[config.mk]
export PLATFORM = sky130hd
export DESIGN_NAME = lpmr_cell
export DESIGN_NICKNAME = d
export VERILOG_FILES = /design/src/rtl/lpmr_pkg.sv /design/src/rtl/lpmr_cell.sv
export SDC_FILE = /design/constraint.sdc
export NUM_CORES = 1
export LEC_CHECK = 0
export BUFFER_PORTS_ARGS = -buffer_cell sky130_fd_sc_hd__buf_2
export CAP_MARGIN = 20
export CORE_MARGIN = 2
export CORE_UTILIZATION = 30
export CTS_CLUSTER_SIZE = 24
export DETAILED_ROUTE_END_ITERATION = 10
export HOLD_SLACK_MARGIN = 0.12
export PLACE_DENSITY = 0.55
export RECOVER_POWER = 50
export SLEW_MARGIN = 20
export SYNTH_ARGS = -nofsm -noshare
export SYNTH_HDL_FRONTEND = slang
export SYNTH_SLANG_ARGS = --single-unit
[constraint.sdc]
create_clock -name aclk -period 8.55 [get_ports aclk]
set_input_delay 0.4275 -clock aclk [delete_from_list [all_inputs] [get_ports aclk]]
set_output_delay 0.4275 -clock aclk [all_outputs]
set_load 0.1 [all_outputs]
[src/rtl/lpmr_pkg.sv]
// Shared types and codes for the longest-prefix-match router.
// Used by lpmr_cell and longest_prefix_match_router; no dependencies.
package lpmr_pkg;

    // Transaction token that walks the cell chain. For an add it carries the
    // route; for a lookup the route fields carry the best match so far.
    typedef struct packed {
        logic        valid;
        logic        is_add;
        logic        done;     // add: stored in a cell; lookup: a route matched
        logic [31:0] addr;     // add: prefix; lookup: destination
        logic [5:0]  len;      // add: saturated length; lookup: best length
        logic [31:0] mask;     // add: prefix mask built from the length
        logic        has_gw;
        logic [31:0] gw;
        logic [3:0]  port;
        logic [7:0]  ttl;
    } lpmr_token_t;

    localparam logic OP_ADD    = 1'b0;
    localparam logic OP_LOOKUP = 1'b1;

    localparam logic [2:0] ST_ADDED       = 3'd0;
    localparam logic [2:0] ST_TABLE_FULL  = 3'd1;
    localparam logic [2:0] ST_FORWARDED   = 3'd2;
    localparam logic [2:0] ST_NO_ROUTE    = 3'd3;
    localparam logic [2:0] ST_TTL_EXPIRED = 3'd4;

    localparam logic [5:0] MAX_PREFIX_LEN = 6'd32;

endpackage

[src/rtl/lpmr_cell.sv]
// One route cell of the router chain: holds a single route and the token stage.
// Depends on lpmr_pkg.
module lpmr_cell
    import lpmr_pkg::*;
(
    input  logic        aclk,
    input  logic        aresetn,
    input  logic        advance,
    input  lpmr_token_t tok_in,
    output lpmr_token_t tok_out
);

    logic        occupied_reg;
    logic        tok_valid_reg;
    lpmr_token_t tok_reg;
    lpmr_token_t tok_next;
    logic [31:0] prefix_reg;
    logic [31:0] mask_reg;
    logic [5:0]  len_reg;
    logic        has_gw_reg;
    logic [31:0] gw_reg;
    logic [3:0]  port_reg;
    logic        take_add;
    logic        hit;

    // Claim this cell for the first add that finds it empty.
    assign take_add = tok_in.valid && tok_in.is_add && !tok_in.done && !occupied_reg;

    // Replace the best match only on a strictly longer prefix: earlier routes win ties.
    assign hit = tok_in.valid && !tok_in.is_add && occupied_reg
                 && (((tok_in.addr ^ prefix_reg) & mask_reg) == 32'd0)
                 && (!tok_in.done || (len_reg > tok_in.len));

    always_comb begin
        tok_next = tok_in;
        if (take_add) begin
            tok_next.done = 1'b1;
        end
        if (hit) begin
            tok_next.done   = 1'b1;
            tok_next.len    = len_reg;
            tok_next.has_gw = has_gw_reg;
            tok_next.gw     = gw_reg;
            tok_next.port   = port_reg;
        end
    end

    always_ff @(posedge aclk) begin
        if (!aresetn) begin
            occupied_reg  <= 1'b0;
            tok_valid_reg <= 1'b0;
        end else if (advance) begin
            tok_valid_reg <= tok_in.valid;
            if (take_add) begin
                occupied_reg <= 1'b1;
            end
        end
    end

    always_ff @(posedge aclk) begin
        if (advance) begin
            tok_reg <= tok_next;
            if (take_add) begin
                prefix_reg <= tok_in.addr;
                mask_reg   <= tok_in.mask;
                len_reg    <= tok_in.len;
                has_gw_reg <= tok_in.has_gw;
                gw_reg     <= tok_in.gw;
                port_reg   <= tok_in.port;
            end
        end
    end

    always_comb begin
        tok_out       = tok_reg;
        tok_out.valid = tok_valid_reg;
    end

endmodule

==> reports/qor.txt, run 1 <==
Initial core utilization -> 30.40%
Die width -> 168.8 µm
DRC viols -> 0
Tot Pwr -> 2.949 mW
Final min period -> 3306 ps
Ys Warns -> 0
Antenna Cells -> 0
Netlist cell types -> 28
Deepest clock path buffer count -> 3
Post-Syn Area per Cell -> 22.89 µm²
Final Hold Vio Count -> 0
CP Max Fanout -> 55
Crit path buffers/inverters -> 2
Routed wire per std cell -> 16.35 µm
Top cell type by total area after synthesis -> edfxtp_1
CTS Buf Count -> 26
First-pass GRT wire length -> 27570 µm
Slew headroom -> -108.6%
GPL Wtd Cong -> 0.7159
Filler cell count -> 2400
Most common cell on crit path -> clkbuf_1
Root Buffer -> clkbuf_16
Post-synth ARST share -> 0%
Crit-path slowest cell -> clkbuf_1
Final setup viols -> 0
Sequential Power Share -> 44.0%
Hold slack -> 209.4 ps
Family with the most delay on the worst path -> buffers and inverters
Share of post-route cells with drive strength above 1 -> 29.71%
DIE AREA -> 28490 µm²
Most frequent cells in the layout -> edfxtp_1 (224), buf_2 (131), dlygate4sd3_1 (113)
Final worst slack -> 5244 ps
Hold_buf cts -> 113
Largest register FFs -> 117
Top cells by area, synth -> edfxtp_1 (83%), mux2_4 (7.2%), xor2_1 (3.4%), buf_12 (0.98%), a22oi_1 (0.92%)
Switch share -> 28.61%
Io pins -> 239
Max layer used -> met4
Reg area -> 6766 µm²
Final Max Tran Viols -> 109
CP Depth -> 2
WP data required -> 8600 ps
PwrDens -> 254.0 nW/µm²
Non-Filler Instances -> 1095
Max-cap viol count -> 2
Synth top area share -> 82.56%
Type of origin of the critical path -> input port
Hpwl dp -> 11360 µm
Gr usage total -> 12.27%
Fmax achieved -> 302.5 MHz
Leak pwr -> 4.410 nW
Core region area -> 26800 µm²
I/O Buffers -> 238
DP Area -> 9719 µm²
Footprint of the multi-input gates -> 1269 µm²
Post-Route Setup TNS -> 0 ps
Post-cts gate resize count -> 0
Final period utilization -> 38.67%
H-tree Lvls -> 1
Clk_lat worst skew -> 510 ps
Hold Crit Depth -> 1
Drt total wl -> 17900 µm
Outcome -> finished with violations
Final core utilization -> 43.33%
Critical path class -> input port to register
Failing checks -> capacitance limit, slew limit
Global route total overflow -> 0
Largest net degree at the start of global routing -> 68
Dpl ws -> 5548 ps
Fin nets -> 861
Row cnt -> 60
Comb pwr share -> 16.8%
Slowest Stage Delay on Critical Path -> 2270 ps
Slew @ Worst Pin -> 3130 ps
Yosys reg bits -> 226
Initial antenna violation count -> 0
Unrepaired setup endpoints after global routing -> false
WL met3 -> 1144 µm
Pre-antenna DRT Iters -> 4
Vert. Die Dim -> 168.8 µm
Setup bufs post-CTS -> 0
Cell count after synthesis -> 356
DRT met1 WL -> 7473 µm
Max VDD drop -> 160.4 µV
Switching pwr -> 0.8437 mW
DP Cell Count -> 934
ANT nets after route -> 0
Clock skew -> 11.48 ps
Number of global-route vias before repair -> 5204
Met2 wire len -> 8814 µm
Worst R2R Path Depth -> 7
Total vias in the final route -> 4738
Design area -> 11610 µm²
Top_reg_cell synth -> edfxtp_1
Sequential-to-total area share from yosys stat -> 83.05%
HP Class -> input port to register
Mapped Nets -> 483
# clock sinks -> 226
DR vias/cell -> 4.327
Area delta synth->final -> 42.52%
Setup crit end kind -> register
Clk slew on worst S/H paths -> 60 ps
Post-synthesis instance area -> 8148 µm²
Number of synthesized flops with an enable pin -> 224
CP arrival -> 3350 ps
Chain of cells forming the critical path -> clkbuf_1 -> clkbuf_1
Commonest non-fill, non-tap cell in the layout -> edfxtp_1
Int Pwr -> 2.106 mW
CTS tree -> yes
1st-iter DRT viols -> 218
Clock share of power -> 39.2%
-- synthesized netlist by cell type, drive strengths merged, types with 2 or more instances --
master  count
nand3b      2
a22o        2
mux2       43
dfxtp       2
inv         7
ha          6
nand4       3
nand2       3
xor2       32
a22oi      10
buf         6
edfxtp    224
a21oi       3
a221oi      2
-- layout make-up --
type | count | share of cell area (%)
flip-flops and latches | 226 | 58.27
repair buffers | 356 | 19.13
multi-input cells | 117 | 10.93
clock buffers | 31 | 5.948
well taps | 341 | 3.674
clock inverters | 17 | 1.832
inverters | 7 | 0.2263
-- layer usage --
layer | GRT usage (%) | vias up
met4 | 3.786 | 0
met3 | 2.923 | 34
met2 | 21.81 | 173
met5 | 0 | -
li1 | - | 2175
met1 | 14.76 | 2356
-- kinds of logic after synthesis --
group | synth area share, %
AOI/OAI and AO/OA | 2.303
xor gates and xnor gates | 3.440
adders and majority gates | 0.9214
buffers and inverters | 1.536
DFF | 83.05
muxes | 7.862
and+or+nand+nor | 0.8907
-- power groups by stage --
stage | logic (mW) | registers (mW) | clock network [mW]
6_report | 0.496 | 1.30 | 1.15
5_1_grt | 0.513 | 1.30 | 1.23
4_1_cts | 0.505 | 1.30 | 1.19
3_5_place_dp | 0.464 | 1.32 | 0
3_3_place_gp | 0.460 | 1.32 | 0
2_1_floorplan | 0.0347 | 1.64 | 0
-- worst paths after layout --
path	slack (ps)	startpoint	to
setup / recovery	5240	advance	tok_out[37]
hold / removal	210	tok_in[114]	tok_out[114]
setup reg to reg	5790	prefix_reg[13]	tok_out[29]
hold reg to reg	490	occupied_reg	occupied_reg
(Power assumes the default switching activity.)
==> run 2, diff against run 1 <==
==> constraint.sdc (replaced) <==
create_clock -name aclk -period 2.84 [get_ports aclk]
set_input_delay 0.142 -clock aclk [delete_from_list [all_inputs] [get_ports aclk]]
set_output_delay 0.142 -clock aclk [all_outputs]
set_load 0.1 [all_outputs]
==> reports/qor.txt, run 2 (synthesized netlist as in run 1, its figures left out) <==
Critical path capture point -> tok_out[30]
Hold slack -> 342.1 ps
WP data required -> 3100 ps
Number of global-route vias before repair -> 4970
DIE AREA -> 28490 µm²
GPL Wtd Cong -> 0.7440
Commonest non-fill, non-tap cell in the layout -> edfxtp_1
# clock sinks -> 226
Io pins -> 239
Unrepaired setup endpoints after global routing -> false
Clk_lat worst skew -> 510 ps
Pre-antenna DRT Iters -> 4
Largest register FFs -> 117
Non-Filler Instances -> 1098
HP Class -> input port to register
Deepest clock path buffer count -> 3
Filler cell count -> 2404
Share of post-route cells with drive strength above 1 -> 29.33%
Max-cap viol count -> 2
PwrDens -> 727.0 nW/µm²
Final Max Tran Viols -> 120
Worst R2R Path Depth -> 7
First-pass GRT wire length -> 26800 µm
Fin nets -> 866
Hpwl dp -> 11470 µm
Outcome -> finished with violations
Most frequent cells in the layout -> edfxtp_1 (224), buf_2 (132), dlygate4sd3_1 (119)
Fmax achieved -> 374.7 MHz
ANT nets after route -> 0
R2R Setup Slk -> 170 ps
Vert. Die Dim -> 168.8 µm
Antenna Cells -> 0
Post-Route Setup TNS -> 0 ps
Tot Pwr -> 8.419 mW
DRC viols -> 0
CP arrival -> 2930 ps
Final min period -> 2669 ps
Family with the most delay on the worst path -> compound AO/OA/AOI/OAI gates
Root Buffer -> clkbuf_16
Slew headroom -> -6.607%
Drt total wl -> 17320 µm
1st-iter DRT viols -> 259
Core region area -> 26800 µm²
CTS Buf Count -> 24
CTS tree -> yes
Failing checks -> capacitance limit, slew limit
Routed wire per std cell -> 15.77 µm
Leak pwr -> 4.392 nW
H-tree Lvls -> 1
Final Hold Vio Count -> 0
Clock skew -> 6.518 ps
Slew @ Worst Pin -> 1599 ps
Gr usage total -> 11.97%
Crit path from -> len_reg[3]
Initial antenna violation count -> 0
Chain of cells forming the critical path -> ha_1 -> nand4_1 -> o221ai_1 -> o21ai_0 -> a2111o_2 -> buf_4 -> mux2_4
DR vias/cell -> 4.226
Initial core utilization -> 30.40%
Max VDD drop -> 478.8 µV
I/O Buffers -> 238
DP Cell Count -> 935
Final setup viols -> 0
Reg2reg end -> tok_out[30]
Largest net degree at the start of global routing -> 61
Post-cts gate resize count -> 0
Crit-path slowest cell -> a2111o_2
Critical path class -> register to register
Area delta synth->final -> 42.12%
Type of origin of the critical path -> register
Slowest Stage Delay on Critical Path -> 570 ps
Final period utilization -> 93.98%
Row cnt -> 60
Die width -> 168.8 µm
Setup crit end kind -> register
Total vias in the final route -> 4640
Global route total overflow -> 0
Crit path buffers/inverters -> 1
CP Depth -> 7
Reg2reg start -> len_reg[3]
CP Max Fanout -> 16
Clk slew on worst S/H paths -> 60 ps
run 2: cell types whose count changed in the layout (fill, tap and decap cells not counted), sizes merged:
cell         change
bufinv           -3
dlygate4sd3      +6
clkbuf           -2
buf              +2
run 2: worst reg2reg max path: stages, from the launching register on:
cell and delay [ps]:
edfxtp_1 410, ha_1 320, nand4_1 120, o221ai_1 190, o21ai_0 230, a2111o_2 570, buf_4 250, mux2_4 330
run 2: final cells by class:
cell class                      count  area (µm²)  area share (%)
Multi-Input combinational cell    117        1269           10.96
Timing Repair Buffer              363        2330           20.12
Clock buffer                       30       644.4           5.565
Sequential cell                   226        6766           58.43
Clock inverter                     14       117.6           1.016
Inverter                            7       26.28          0.2269
Tap cell                          341       426.7           3.684
run 2: worst min-delay path by stage:
stage / startpoint / to / slack, ps / cells past startpoint
global route: tok_in[3] / tok_out[3] / 330 / 2
finish: tok_in[4] / tok_out[4] / 340 / 2
global placement: tok_in[7] / tok_out[7] / 320 / 1
detailed placement: tok_in[6] / tok_out[6] / 320 / 1
CTS: tok_in[4] / tok_out[4] / 320 / 2
floorplan: tok_in[12] / gw_reg[0] / 240 / 0
run 2: metal layers:
| layer | vias to the layer above | GRT usage (%) | wire (µm) |
|---|---|---|---|
| li1 | 2184 | - | - |
| met4 | 0 | 3.261 | 324 |
| met5 | - | 0 | 0 |
| met2 | 174 | 20.96 | 8641 |
| met1 | 2253 | 14.66 | 7158 |
| met3 | 29 | 3.133 | 1193 |
run 2: what timing repair did:
action                                 4_1_cts  5_1_grt
setup buffers                                0        0
endpoints found under the hold margin      226        0
hold buffers                               119        0
run 2: power by group:
| group | internal (mW) | leakage, nW | switching (mW) | total (mW) |
|---|---|---|---|---|
| logic | 0.300 | 1.88 | 1.20 | 1.50 |
| clock network | 1.79 | 0.376 | 1.23 | 3.02 |
| registers | 3.86 | 2.13 | 0.0453 | 3.90 |
| total | 5.94 | 4.39 | 2.47 | 8.42 |
run 2: stage by stage:
step | setup WS (ps) | util, % | instance area (µm²)
floorplan | -865.0 | - | 8159
global placement | 190.3 | 36.43 | 9764
detailed placement | 169.7 | 36.43 | 9764
CTS | 155.6 | 43.72 | 11720
global route | 19.88 | 43.21 | 11580
finish | 170.9 | 43.21 | 11580
